==> config.mk <==
export PLATFORM = sky130hd
export DESIGN_NAME = uart_8n1_with_command_decode
export DESIGN_NICKNAME = d
export VERILOG_FILES = /design/src/rtl/u8c_pkg.sv /design/src/rtl/u8c_tx.sv /design/src/rtl/u8c_rx.sv /design/src/rtl/uart_8n1_with_command_decode.sv
export SDC_FILE = /design/constraint.sdc
export NUM_CORES = 1
export LEC_CHECK = 0
export BUFFER_PORTS_ARGS = -buffer_cell sky130_fd_sc_hd__buf_2
export CAP_MARGIN = 10
export CORE_UTILIZATION = 62
export CTS_BUF_LIST = sky130_fd_sc_hd__clkbuf_16
export CTS_CLUSTER_SIZE = 28
export DETAILED_ROUTE_END_ITERATION = 10
export PLACE_DENSITY = 0.87
export REMOVE_ABC_BUFFERS = 1
export SETUP_SLACK_MARGIN = 0.05
export SLEW_MARGIN = 10
export SYNTH_ARGS = -nofsm -noshare
export SYNTH_HDL_FRONTEND = slang
export SYNTH_SLANG_ARGS = --single-unit
==> constraint.sdc <==
create_clock -name clk -period 15.1 [get_ports clk]
set_input_delay 0 -clock clk [delete_from_list [all_inputs] [get_ports clk]]
set_output_delay 0 -clock clk [all_outputs]
set_load 0.05 [all_outputs]
==> src/rtl/u8c_pkg.sv <==
// Shared types and constants for the tick-driven UART with command decode.
package u8c_pkg;

    // Bit period register and the counters that run against it.
    localparam int PERIOD_W = 12;
    localparam int CNT_W    = 13;
    localparam logic [PERIOD_W-1:0] PERIOD_RESET = 12'd104;
    localparam logic [PERIOD_W-1:0] PERIOD_MIN   = 12'd2;

    // Register map: index of each configuration register.
    localparam logic REG_BIT_PERIOD = 1'b0;

    // Received bytes that act as mode commands.
    localparam logic [7:0] CMD_MODE_FIRST = 8'hC1;
    localparam logic [7:0] CMD_MODE_LAST  = 8'hC4;

    // Mode codes.
    localparam logic [1:0] MODE_FIVE_PER_SEC = 2'd0;
    localparam logic [1:0] MODE_ONCE_PER_SEC = 2'd1;
    localparam logic [1:0] MODE_HALTED       = 2'd2;
    localparam logic [1:0] MODE_TRANSMIT     = 2'd3;

    // Transmitter view of one tick.
    typedef struct packed {
        logic line;
        logic busy;
        logic accepted;
    } tx_res_t;

    // Receiver view of one tick.
    typedef struct packed {
        logic       byte_valid;
        logic [7:0] rx_data;
        logic [1:0] mode;
        logic       mode_updated;
    } rx_res_t;

endpackage

==> src/rtl/u8c_tx.sv <==
// Transmitter: frames one byte as start bit, data bits LSB first and stop bit.
module u8c_tx #(
    parameter int DATA_BITS = 8
) (
    input  logic                          clk,
    input  logic                          rst_n,
    input  logic                          step,
    input  logic [u8c_pkg::PERIOD_W-1:0]  period,
    input  logic                          send_valid,
    input  logic [7:0]                    send_byte,
    output u8c_pkg::tx_res_t              res
);

    localparam int IDX_W = $clog2(DATA_BITS + 2);
    localparam logic [IDX_W-1:0] IDX_LAST = IDX_W'(DATA_BITS + 1);
    localparam logic [IDX_W-1:0] IDX_DATA_END = IDX_W'(DATA_BITS);

    logic [7:0]                 shift_reg, shift_next;
    logic [IDX_W-1:0]           idx_reg, idx_next;
    logic [u8c_pkg::CNT_W-1:0]  cnt_reg, cnt_next;
    logic                       active_reg, active_next;
    logic                       accepted;
    logic [u8c_pkg::CNT_W-1:0]  cnt_inc;
    logic [IDX_W-1:0]           data_pos;
    logic                       line;

    // Advance the frame by one tick, or start a frame when idle.
    always_comb
    begin
        shift_next  = shift_reg;
        idx_next    = idx_reg;
        cnt_next    = cnt_reg;
        active_next = active_reg;
        accepted    = 1'b0;
        cnt_inc     = cnt_reg + u8c_pkg::CNT_W'(1);
        if (active_reg)
        begin
            cnt_next = cnt_inc;
            if (cnt_inc >= u8c_pkg::CNT_W'(period))
            begin
                cnt_next = '0;
                if (idx_reg == IDX_LAST)
                begin
                    active_next = 1'b0;
                    idx_next    = '0;
                end
                else
                begin
                    idx_next = idx_reg + IDX_W'(1);
                end
            end
        end
        else if (send_valid)
        begin
            active_next = 1'b1;
            shift_next  = send_byte;
            idx_next    = '0;
            cnt_next    = '0;
            accepted    = 1'b1;
        end
    end

    // Line level after this tick; data bits beyond the eighth go out as zero.
    always_comb
    begin
        data_pos = idx_next - IDX_W'(1);
        if (!active_next)
        begin
            line = 1'b1;
        end
        else if (idx_next == '0)
        begin
            line = 1'b0;
        end
        else if (idx_next <= IDX_DATA_END)
        begin
            line = ((IDX_W + 1)'(data_pos) < (IDX_W + 1)'(8)) ? shift_next[data_pos[2:0]] : 1'b0;
        end
        else
        begin
            line = 1'b1;
        end
    end

    assign res.line     = line;
    assign res.busy     = active_next;
    assign res.accepted = accepted;

    // Frame state.
    always_ff @(posedge clk or negedge rst_n)
    begin
        if (!rst_n)
        begin
            shift_reg  <= '0;
            idx_reg    <= '0;
            cnt_reg    <= '0;
            active_reg <= 1'b0;
        end
        else if (step)
        begin
            shift_reg  <= shift_next;
            idx_reg    <= idx_next;
            cnt_reg    <= cnt_next;
            active_reg <= active_next;
        end
    end

endmodule

==> src/rtl/u8c_rx.sv <==
// Receiver: arms on a falling edge, samples data bits and decodes mode commands.
module u8c_rx #(
    parameter int DATA_BITS = 8
) (
    input  logic                          clk,
    input  logic                          rst_n,
    input  logic                          step,
    input  logic [u8c_pkg::PERIOD_W-1:0]  period,
    input  logic                          rx_line,
    output u8c_pkg::rx_res_t              res
);

    localparam int IDX_W = $clog2(DATA_BITS);
    localparam logic [IDX_W-1:0] IDX_LAST = IDX_W'(DATA_BITS - 1);

    logic                       active_reg, active_next;
    logic [u8c_pkg::CNT_W-1:0]  cnt_reg, cnt_next;
    logic [IDX_W-1:0]           idx_reg, idx_next;
    logic [7:0]                 shift_reg, shift_next;
    logic                       prev_reg;
    logic [7:0]                 last_reg, last_next;
    logic [1:0]                 mode_reg, mode_next;
    logic                       got;
    logic                       updated;
    logic [u8c_pkg::CNT_W-1:0]  cnt_inc;
    logic [u8c_pkg::CNT_W-1:0]  target;
    logic [7:0]                 mode_diff;

    // First sample lies one and a half periods after the falling edge.
    assign target = (idx_reg == '0)
                  ? u8c_pkg::CNT_W'(period) + u8c_pkg::CNT_W'(period >> 1)
                  : u8c_pkg::CNT_W'(period);

    // Count ticks, sample bits, and latch the byte and any command on the last bit.
    always_comb
    begin
        active_next = active_reg;
        cnt_next    = cnt_reg;
        idx_next    = idx_reg;
        shift_next  = shift_reg;
        last_next   = last_reg;
        mode_next   = mode_reg;
        got         = 1'b0;
        updated     = 1'b0;
        cnt_inc     = cnt_reg + u8c_pkg::CNT_W'(1);
        mode_diff   = '0;
        if (active_reg)
        begin
            cnt_next = cnt_inc;
            if (cnt_inc >= target)
            begin
                cnt_next = '0;
                if (((IDX_W + 1)'(idx_reg) < (IDX_W + 1)'(8)) && rx_line)
                begin
                    shift_next[idx_reg[2:0]] = 1'b1;
                end
                if (idx_reg == IDX_LAST)
                begin
                    active_next = 1'b0;
                    idx_next    = '0;
                    last_next   = shift_next;
                    got         = 1'b1;
                    if ((shift_next >= u8c_pkg::CMD_MODE_FIRST) &&
                        (shift_next <= u8c_pkg::CMD_MODE_LAST))
                    begin
                        mode_diff = shift_next - u8c_pkg::CMD_MODE_FIRST;
                        mode_next = mode_diff[1:0];
                        updated   = 1'b1;
                    end
                end
                else
                begin
                    idx_next = idx_reg + IDX_W'(1);
                end
            end
        end
        else if (prev_reg && !rx_line)
        begin
            active_next = 1'b1;
            cnt_next    = '0;
            idx_next    = '0;
            shift_next  = '0;
        end
    end

    assign res.byte_valid   = got;
    assign res.rx_data      = last_next;
    assign res.mode         = mode_next;
    assign res.mode_updated = updated;

    // Receiver and mode state.
    always_ff @(posedge clk or negedge rst_n)
    begin
        if (!rst_n)
        begin
            active_reg <= 1'b0;
            cnt_reg    <= '0;
            idx_reg    <= '0;
            shift_reg  <= '0;
            prev_reg   <= 1'b1;
            last_reg   <= '0;
            mode_reg   <= u8c_pkg::MODE_HALTED;
        end
        else if (step)
        begin
            active_reg <= active_next;
            cnt_reg    <= cnt_next;
            idx_reg    <= idx_next;
            shift_reg  <= shift_next;
            prev_reg   <= rx_line;
            last_reg   <= last_next;
            mode_reg   <= mode_next;
        end
    end

endmodule

==> src/rtl/uart_8n1_with_command_decode.sv <==
// Top level: tick-driven 8N1 UART with receive command decode and APB register.
//
// Each input beat is one tick of the serial line: the sampled rx_line plus an
// optional send request (send_valid, send_byte). Each accepted input beat gives
// exactly one output beat with the transmit line level, busy flag, whether the
// request started a frame, any completed received byte and the command mode.
// The transmitter and receiver both advance on the accepted beat; the result
// is captured in an output register. Throughput is one beat per cycle while
// the output is not stalled: in_ready is high whenever the output register
// is empty or is being emptied in the same cycle, so the only limit is the
// single output register. When the receiver of the output stalls, in_ready
// drops, the held beat stays put and no tick is lost.
// The APB register at address 0 holds bit_period_ticks (ticks per bit, values
// below 2 act as 2); write it only while the block is idle.
// Reset (rst_n low) empties the output register, stops both directions, sets
// the line history to idle high, the mode to stop and the period to 104.
module uart_8n1_with_command_decode #(
    parameter int DATA_BITS = 8
) (
    input  logic        clk,
    input  logic        rst_n,
    // Tick input channel
    input  logic        in_valid,
    output logic        in_ready,
    input  logic        rx_line,
    input  logic        send_valid,
    input  logic [7:0]  send_byte,
    // Result channel
    output logic        out_valid,
    input  logic        out_ready,
    output logic        tx_line,
    output logic        tx_busy,
    output logic        send_accepted,
    output logic        rx_byte_valid,
    output logic [7:0]  rx_byte,
    output logic [1:0]  mode,
    output logic        mode_updated,
    // Configuration port
    input  logic        psel,
    input  logic        penable,
    input  logic        pwrite,
    input  logic [2:0]  paddr,
    input  logic [31:0] pwdata,
    output logic [31:0] prdata,
    output logic        pready
);

    logic [u8c_pkg::PERIOD_W-1:0] period_reg;
    logic [u8c_pkg::PERIOD_W-1:0] period_eff;
    logic                         accept;
    logic                         out_valid_reg;
    u8c_pkg::tx_res_t             tx_res;
    u8c_pkg::rx_res_t             rx_res;
    u8c_pkg::tx_res_t             tx_res_reg;
    u8c_pkg::rx_res_t             rx_res_reg;

    // Register access.
    assign pready = 1'b1;
    assign prdata = (paddr[2] == u8c_pkg::REG_BIT_PERIOD)
                  ? 32'(period_reg) : 32'd0;

    always_ff @(posedge clk or negedge rst_n)
    begin
        if (!rst_n)
        begin
            period_reg <= u8c_pkg::PERIOD_RESET;
        end
        else if (psel && penable && pwrite && pready &&
                 (paddr[2] == u8c_pkg::REG_BIT_PERIOD))
        begin
            period_reg <= pwdata[u8c_pkg::PERIOD_W-1:0];
        end
    end

    // Very short periods behave as the minimum.
    assign period_eff = (period_reg < u8c_pkg::PERIOD_MIN) ? u8c_pkg::PERIOD_MIN : period_reg;

    // Handshake: a tick is taken whenever the output register can take its result.
    assign in_ready = !out_valid_reg || out_ready;
    assign accept   = in_valid && in_ready;

    u8c_tx #(
        .DATA_BITS (DATA_BITS)
    ) u_tx (
        .clk        (clk),
        .rst_n      (rst_n),
        .step       (accept),
        .period     (period_eff),
        .send_valid (send_valid),
        .send_byte  (send_byte),
        .res        (tx_res)
    );

    u8c_rx #(
        .DATA_BITS (DATA_BITS)
    ) u_rx (
        .clk     (clk),
        .rst_n   (rst_n),
        .step    (accept),
        .period  (period_eff),
        .rx_line (rx_line),
        .res     (rx_res)
    );

    // Output register control.
    always_ff @(posedge clk or negedge rst_n)
    begin
        if (!rst_n)
        begin
            out_valid_reg <= 1'b0;
        end
        else if (in_ready)
        begin
            out_valid_reg <= in_valid;
        end
    end

    // Output register payload.
    always_ff @(posedge clk)
    begin
        if (accept)
        begin
            tx_res_reg <= tx_res;
            rx_res_reg <= rx_res;
        end
    end

    assign out_valid     = out_valid_reg;
    assign tx_line       = tx_res_reg.line;
    assign tx_busy       = tx_res_reg.busy;
    assign send_accepted = tx_res_reg.accepted;
    assign rx_byte_valid = rx_res_reg.byte_valid;
    assign rx_byte       = rx_res_reg.rx_data;
    assign mode          = rx_res_reg.mode;
    assign mode_updated  = rx_res_reg.mode_updated;

    // A frame that has just started is busy and drives the start bit.
    a_start_bit: assert property (@(posedge clk) disable iff (!rst_n)
        out_valid_reg && tx_res_reg.accepted |-> tx_res_reg.busy && !tx_res_reg.line)
        else $error("accepted send does not show start bit");

    // A mode update only comes with a completed byte.
    a_mode_with_byte: assert property (@(posedge clk) disable iff (!rst_n)
        out_valid_reg && rx_res_reg.mode_updated |-> rx_res_reg.byte_valid)
        else $error("mode update without received byte");

    // The decoded mode matches the command byte just received.
    a_mode_value: assert property (@(posedge clk) disable iff (!rst_n)
        out_valid_reg && rx_res_reg.mode_updated |->
            rx_res_reg.mode == (rx_res_reg.rx_data[1:0] - 2'd1))
        else $error("mode does not match command byte");

    // An empty output register never holds off the input.
    a_ready_when_empty: assert property (@(posedge clk) disable iff (!rst_n)
        !out_valid_reg |-> in_ready)
        else $error("input stalled with empty output register");

endmodule
== After elaboration in Yosys (flattened, before gate mapping) ==
Index checks and enable logic that the tools add are counted.

* Bits of input ports: 52
* Register bits: 90
* Logic and storage cells: 110
* Output and inout port bits: 50

* Bitwise operators: 2
* Reductions and logical operators: 19
* Mux-type cells: 49
* Equal/unequal tests: 3
* Add/subtract/negate cells: 7
* Magnitude comparators: 10

{| class="wikitable"
|+ Operator list
! operator !! count
|-
| $mux 13 || 7
|-
| $mux 8 || 11
|-
| $add 13x1->13 const B || 2
|-
| $mux 12 || 2
|-
| $mux 4 || 4
|-
| $mux 1 || 15
|-
| $add 12x11->13 || 1
|-
| $ge 13x12->1 || 1
|-
| $ge 13x13->1 || 1
|-
| $lt 12x2->1 const B || 1
|-
| $mux 3 || 4
|-
| $ge 8x8->1 const B || 1
|-
| $le 8x8->1 const B || 1
|-
| $lt 3x4->1 const B || 2
|-
| $mux 2 || 4
|-
| $or 8x8->8 || 1
|-
| $logic_and 1x1->1 || 7
|-
| $reduce_and 2->1 || 3
|-
| $reduce_and 3->1 || 2
|-
| $add 4x1->4 const B || 1
|-
| $eq 4x4->1 const B || 1
|-
| $le 4x4->1 const B || 1
|-
| $logic_not 4->1 || 1
|-
| $lt 4x4->1 const B || 1
|-
| 13 further kinds || 15
|}

== Depth between registers and ports, before layout ==
Gate-level depths: netlist of the first run.

* Depth after elaboration: 14
* Mapped depth: 27

== By module ==
Synthesis of the first run repeated with hierarchy kept, for this count alone.

* Cell total of the unflattened synthesis: 619
* Area, all modules: 6,197.2 sq um

{| class="wikitable"
|+ By module, submodules not included
! module !! cells an instance !! times used !! area each (sq um)
|-
| u8c_rx || 327 || 1 || 2,960.3
|-
| u8c_tx || 194 || 1 || 1,909.3
|-
| uart_8n1_with_command_decode || 98 || 1 || 1,327.5
|}

== Worst setup path before layout of the first run ==
OpenSTA, ideal clock, no wires.

* Kind: register to register
* Start: reg period_reg[2] in the netlist's numbering
* End: reg rx_res_reg, in the netlist mode[0] (data pin)
* Period minus slack after synthesis: 5.050 ns
* Arrival time: 4.790 ns
* Stages on the path, launching flop included: 27
* Setup time: 0.260 ns
* Data required time: 14.840 ns
* Setup slack: 10.050 ns
* Buffers on the path: 1
* Cells stage by stage: dfrtp_1 -> nor4_1 -> nand4_1 -> and2_1 -> ha_1 -> fa_1 -> a21o_1 -> a21oi_1 -> o21bai_1 -> a21oi_1 -> o21bai_1 -> a21oi_1 -> o21bai_1 -> a21oi_1 -> xnor2_1 -> a21oi_1 -> ha_1 -> nor2b_1 -> o21ai_0 -> nand2b_1 -> a21oi_1 -> and2_1 -> buf_4 -> or2_4 -> inv_4 -> and2_4 -> mux2_4

{| class="wikitable"
|+ RTL lines
! element !! RTL line !! source
|-
| start, declared || uart_8n1_with_command_decode.sv:48 || <nowiki>logic [u8c_pkg::PERIOD_W-1:0] period_reg;</nowiki>
|-
| start signal, assigned || uart_8n1_with_command_decode.sv:66 || <nowiki>period_reg <= u8c_pkg::PERIOD_RESET;</nowiki>
|-
| start signal, assigned || uart_8n1_with_command_decode.sv:71 || <nowiki>period_reg <= pwdata[u8c_pkg::PERIOD_W-1:0];</nowiki>
|-
| end signal, assigned || uart_8n1_with_command_decode.sv:124 || <nowiki>rx_res_reg <= rx_res;</nowiki>
|-
| end, declared || uart_8n1_with_command_decode.sv:55 || <nowiki>u8c_pkg::rx_res_t rx_res_reg;</nowiki>
|}

==> impl_metrics.csv, run 1 <==
group,metric,value,unit
global_route,grtUsageTotal,29.7,%
floorplanning,core-area,0.00933,sq mm
global_route,overflow,0,
cts,path_clk_slew,70,ps
sta,fmax,0.161,GHz
placed_design,port-buffer-count,58,
final_layout,final_common_cell,"dfrtp_1",
floorplanning,ios,102,
setup_path,cp.arrival,6330,ps
floorplanning,die_h,100,um
worst_hold_path,min_to,"u_tx.cnt_reg[12]",
sta,setup_viol,0,
pwr,vdd_drop_max,82.3,uV
setup_path,endpoint_kind,"register",
synthesis,synth_edf_count,15,
sta,slew_headroom,22.9,%
sta,fin_crit_sh,41.2,%
sta,period_minus_slack,6230,ps
setup_path,worstPathRequired,15200,ps
synthesis,yosysSeqAreaShare,38.9,%
floorplanning,start_util,64.4,%
worst_hold_path,min_from,"send_valid",
setup_path,r2r_end,"mode[0]",
route,drt_wl_total,14000,um
sta,worst_slew_pin_slew,1150,ps
cts,clock_tree.htree_level_count,3,
floorplanning,dieArea,0.0101,sq mm
status,status,"finished, final reports clean",
sta,hold_slack,127,ps
final_layout,fin_nets,775,
worst_hold_path,hold_path.class,"in -> reg",
cts,cts_root_buf,"clkbuf_16",
setup_path,reg2regPathDepth,25,
sta,finalHoldViolCount,0,
route,drc_errors,0,
pwr,p_leak,3.27,nW
final_layout,diodes,0,
placed_design,dp_hpwl,9240,um
placed_design,place_congestion,0.866,
job,cap_viol_max_count,0,
synthesis,synth.distinct_cells,62,
route,wl_per_cell,17.3,um
synthesis,syn_area,0.00600,sq mm
synthesis,netlist_instances,607,
global_route,grt_pass1_wl,23300,um
global_route,grt_max_degree,76,
setup_path,reg2reg_from,"period_reg[2]",
synthesis,synthArstFlopShare,83.3,%
synthesis,postSynthAreaPerCell,9.89,sq um
global_route,grt_antenna_before_repair,0,
cts,cts_max_path_buffers,2,
cts,cts_setup_buffers,0,
global_route,first_global_vias,5050,
worst_hold_path,hold_path_depth,3,
sta,drv_slew,0,
final_layout,syn2layout_area_growth,14.4,%
synthesis,synth_seq_cells,90,
route,vias_per_cell,6.19,
cts,cts_tree,"done",
final_layout,final_cell_mix,"dfrtp_1, buf_2, ha_1, nor2_1, nand2_1",
floorplanning,rows,35,
setup_path,reg2reg_slack,8870,ps
pwr,power_density,129,mW/mm^2
setup_path,critPathKind,"reg -> reg",
synthesis,ys_dominant_reg_cell,"dfrtp_1",
setup_path,cp_max_fo,8,
cts,cts_sinks,90,
sta,finClkSkew,10.3,ps
cts,clock_latency,350,ps
final_layout,layout-drive-gt1-share,19.6,%
route,routed-via-count,4999,
setup_path,start_kind,"register",
synthesis,yosys_warnings,0,
sta,tns,0,ps
sta,rsz0062_at_grt,"no",
floorplanning,die_x,100,um
route,drtAntennaViolNets,0,
cts,cts-buffers-inserted,9,
route,first_iter_violations,293,
route,drtPass1Iterations,5,
what timing repair did:
item	CTS	global route
hold endpoints to repair	92	0
endpoints found under the setup margin	0	0
resized for setup	0	0
hold buffers	24	0
metal layers:
| layer | wire [um] | global-route usage, % |
|---|---|---|
| met4 | 458 | 15.1 |
| met1 | 5450 | 34.6 |
| met2 | 7160 | 53.0 |
| met5 | 0 | 0 |
| met3 | 898 | 4.46 |
stage by stage:
stage	cells	instance area, sq um	setup WS [ps]	power [W]	util [%]
2_1_floorplan	579	5810	9970	0.000541	-
3_3_place_gp	768	6280	9400	0.000596	67.3
3_5_place_dp	768	6280	9070	0.000615	67.3
4_1_cts	808	6870	9020	0.000887	73.6
5_1_grt	808	6870	8570	0.000935	73.6
6_report	808	6870	8870	0.000889	73.6
cell usage after synthesis, types with 4 or more instances:
cell	number	area share (%)
clkbuf_1	23	1.4
o21bai_1	7	0.88
nor2b_1	11	1.1
edfxtp_1	15	7.5
nor2_1	46	2.9
inv_1	30	1.9
mux2i_1	11	1.8
ha_1	48	10
nand4_1	5	0.52
o21ai_0	30	2.5
dfrtp_1	70	29
and2_1	9	0.94
xnor2_1	20	2.9
a211oi_1	7	0.88
a21o_1	7	0.88
a32o_1	11	1.8
mux4_2	4	1.5
a22o_1	13	1.9
a31oi_1	4	0.42
nand3_1	19	1.6
mux2_2	31	5.8
dfstp_2	5	2.2
nand2b_1	7	0.73
nor3_1	10	0.83
o21a_1	6	0.75
a21oi_1	30	2.5
and4_1	4	0.58
and3_1	7	0.73
buf_4	22	2.8
nand2_1	35	2.2
xor2_1	11	1.6
cell families (layout without fill, tap and decap cells):
family                   after synthesis  after routing  share of synthesized area, %
AO/OA/AOI/OAI                        143            143                          16.6
XOR/XNOR                              31             31                          4.52
adder cells (fa/ha/maj)               49             49                          10.3
buffers and inverters                 81            134                          6.50
flip-flops                            90             90                          38.9
multiplexers                          48             48                          9.65
other                                  2             21                         0.125
AND/OR/NAND/NOR                      163            163                          13.4
power by group:
part / switching [W] / total (W) / internal (W)
sequential: 0.0000391 / 0.000317 / 0.000277
combinational: 0.000181 / 0.000310 / 0.000129
clock: 0.0000999 / 0.000263 / 0.000163
total: 0.000320 / 0.000889 / 0.000569
area by class of cell:
class,count,area [sq um]
repair buffers,84,546
fillers,619,2460
multi-input cells,455,3350
well taps,129,161
clock buffers,9,225
flip-flops and latches,90,2330
clock inverters,7,123
inverters,34,130
worst max-delay path, cell delays in order, from the launching register on:
cell	delay, ps
dfrtp_1	480
nor4_1	360
nand4_1	250
and2_1	270
ha_1	230
fa_1	420
a21o_1	180
a21oi_1	270
o21bai_1	130
a21oi_1	280
o21bai_1	100
a21oi_1	230
o21bai_1	100
a21oi_1	240
xnor2_1	150
a21oi_1	100
ha_1	350
nor2b_1	130
o21ai_0	180
nand2b_1	80
a21oi_1	330
and2_1	360
or2_4	230
inv_4	80
and2_4	160
mux2_4	290
worst max path at each step:
| stage | to | slack, ps | cells after the start | startpoint |
|---|---|---|---|---|
| 3_5_place_dp | mode[0] | 9070 | 25 | period_reg[2] |
| 6_report | mode[0] | 8870 | 25 | period_reg[2] |
| 5_1_grt | mode[0] | 8570 | 25 | period_reg[2] |
| 3_3_place_gp | mode[1] | 9400 | 25 | period_reg[2] |
| 4_1_cts | mode[0] | 9020 | 25 | period_reg[2] |
| 2_1_floorplan | mode[0] | 9970 | 25 | period_reg[2] |
Note: power is estimated with default switching activity, not from simulation.
==> run 2: changes to the inputs <==
--- a/config.mk
+++ b/config.mk
@@ -7,11 +7,11 @@
 export LEC_CHECK = 0
 export BUFFER_PORTS_ARGS = -buffer_cell sky130_fd_sc_hd__buf_2
 export CAP_MARGIN = 10
-export CORE_UTILIZATION = 62
+export CORE_UTILIZATION = 57
 export CTS_BUF_LIST = sky130_fd_sc_hd__clkbuf_16
 export CTS_CLUSTER_SIZE = 28
 export DETAILED_ROUTE_END_ITERATION = 10
-export PLACE_DENSITY = 0.87
+export PLACE_DENSITY = 0.81
 export REMOVE_ABC_BUFFERS = 1
 export SETUP_SLACK_MARGIN = 0.05
 export SLEW_MARGIN = 10
==> constraint.sdc (replaced) <==
create_clock -name clk -period 6.1 [get_ports clk]
set_input_delay 0 -clock clk [delete_from_list [all_inputs] [get_ports clk]]
set_output_delay 0 -clock clk [all_outputs]
set_load 0.05 [all_outputs]
==> impl_metrics.csv, run 2 (synthesis gave the netlist of run 1 again) <==
group,metric,value,unit
global_route,grtUsageTotal,24.4,%
cts,clock_tree.htree_level_count,3,
floorplanning,dieArea,0.0109,sq mm
sta,drv_slew,0,
route,route.met3.wl,446,um
route,first_iter_violations,222,
floorplanning,core-area,0.0103,sq mm
pwr,p_leak,3.25,nW
job,cap_viol_max_count,0,
setup_path,critPathKind,"reg -> reg",
setup_path,reg2reg_from,"period_reg[7]",
sta,finalHoldViolCount,0,
route,routed-via-count,4779,
route,drt_wl_total,12700,um
setup_path,cp.arrival,5630,ps
sta,rsz0062_at_grt,"no",
cts,cts_root_buf,"clkbuf_16",
setup_path,r2r_end,"mode[1]",
sta,slew_headroom,36.3,%
cts,cts_sinks,90,
setup_path,start_kind,"register",
floorplanning,start_util,58.4,%
global_route,first_global_vias,4652,
status,status,"finished, final reports clean",
route,highest_layer,"met4",
cts,cts_setup_buffers,0,
route,drtPass1Iterations,4,
global_route,overflow,0,
sta,finClkSkew,6.76,ps
sta,worst_slew_pin_slew,956,ps
cts,cts-buffers-inserted,9,
floorplanning,die_h,105,um
pwr,finalPower,0.00210,W
placed_design,dp_hpwl,8810,um
setup_path,reg2regPathDepth,23,
route,wl_met1,5690,um
cts,path_clk_slew,70,ps
setup_path,reg2reg_slack,560,ps
route,drc_errors,0,
floorplanning,rows,37,
global_route,grt_antenna_before_repair,0,
sta,setup_viol,0,
setup_path,worstPathRequired,6190,ps
setup_path,worstSetupEndpoint,"mode[1]",
route,vias_per_cell,5.85,
global_route,grt_pass1_wl,21600,um
final_layout,layout-drive-gt1-share,19.8,%
worst_hold_path,hold_path.class,"in -> reg",
placed_design,place_congestion,0.832,
final_layout,final_cell_mix,"dfrtp_1, buf_2, ha_1, nor2_1, nand2_1",
pwr,power_density,307,mW/mm^2
setup_path,cp-startpoint,"period_reg[7]",
cts,cts_tree,"done",
setup_path,cp_max_fo,8,
route,drtAntennaViolNets,0,
pwr,vdd_drop_max,188,uV
placed_design,port-buffer-count,58,
sta,fmax,0.181,GHz
setup_path,endpoint_kind,"register",
cts,clock_latency,340,ps
floorplanning,ios,102,
sta,period_minus_slack,5540,ps
final_layout,fillers,777,
final_layout,fin_nets,777,
sta,tns,0,ps
final_layout,syn2layout_area_growth,14.1,%
floorplanning,die_x,105,um
final_layout,final_core_util,66.6,%
final_layout,final_common_cell,"dfrtp_1",
route,wl_per_cell,15.5,um
route,wl_met2,6300,um
cts,cts_max_path_buffers,2,
final_layout,diodes,0,
global_route,grt_max_degree,76,
sta,fin_crit_sh,90.8,%
==> run 2: cell count changes in the layout (fill, tap and decap cells not counted) <==
cell / previous run / this run
a21oi_2: 1 / 2
bufinv_16: 3 / 1
clkinv_4: 0 / 1
clkinv_1: 0 / 1
buf_4: 2 / 4
a21oi_1: 30 / 29
==> run 2: final cells by class <==
type,instances,area [sq um],share of cell area [%]
multi-input cells,455,3350,49.0
flip-flops and latches,90,2330,34.1
repair buffers,86,561,8.18
clock buffers,9,225,3.29
well taps,136,170,2.48
inverters,34,130,1.90
clock inverters,7,75.1,1.10
==> run 2: per-layer routing <==
metal	global-route usage [%]	up-vias
li1	-	2296
met1	31.7	2314
met3	4.12	25
met2	41.2	144
met5	0	-
met4	8.35	0
==> run 2: report_power, final <==
group,internal (W),switching (W)
clock network,0.000320,0.000243
registers,0.000687,0.0000934
logic,0.000320,0.000440
total,0.00133,0.000777
==> run 2: worst min-delay path by stage <==
stage	from	cells past startpoint	to
finish	send_valid	3	u_tx.cnt_reg[12]
floorplan	rst_n	0	out_valid
CTS	send_valid	3	u_tx.cnt_reg[12]
detailed placement	in_valid	2	out_valid
global route	send_valid	3	u_tx.cnt_reg[12]
global placement	in_valid	2	out_valid
==> run 2: metrics by stage <==
step / instance area (sq um) / cells / hold slack, ps / setup slack (ps)
floorplan: 5810 / 579 / -296 / 966
global placement: 6300 / 777 / 207 / 654
detailed placement: 6300 / 777 / 217 / 515
CTS: 6850 / 817 / 133 / 508
global route: 6850 / 817 / 188 / 171
finish: 6850 / 817 / 164 / 562
==> run 2: repair_timing <==
action	4_1_cts	5_1_grt
endpoints found under the setup margin	0	2
endpoints found under the hold margin	92	0
hold buffers	24	0
gates resized for setup	0	1
==> run 2: worst max-delay path, cell delays in order (launching register included) <==
cell and delay (ps):
dfrtp_1 440, nor4_1 340, nand4_1 240, and2_1 260, ha_1 210, fa_1 400, a21o_1 180, a21oi_1 210
o21bai_1 90, a21oi_1 250, o21bai_1 100, a21oi_1 240, o21bai_1 100, a21oi_1 220, xnor2_1 150, a21oi_1 90
ha_1 290, and4_1 200, o2111ai_2 190, and2_1 220, or2_4 280, inv_4 120, and2_4 180, mux2_4 290
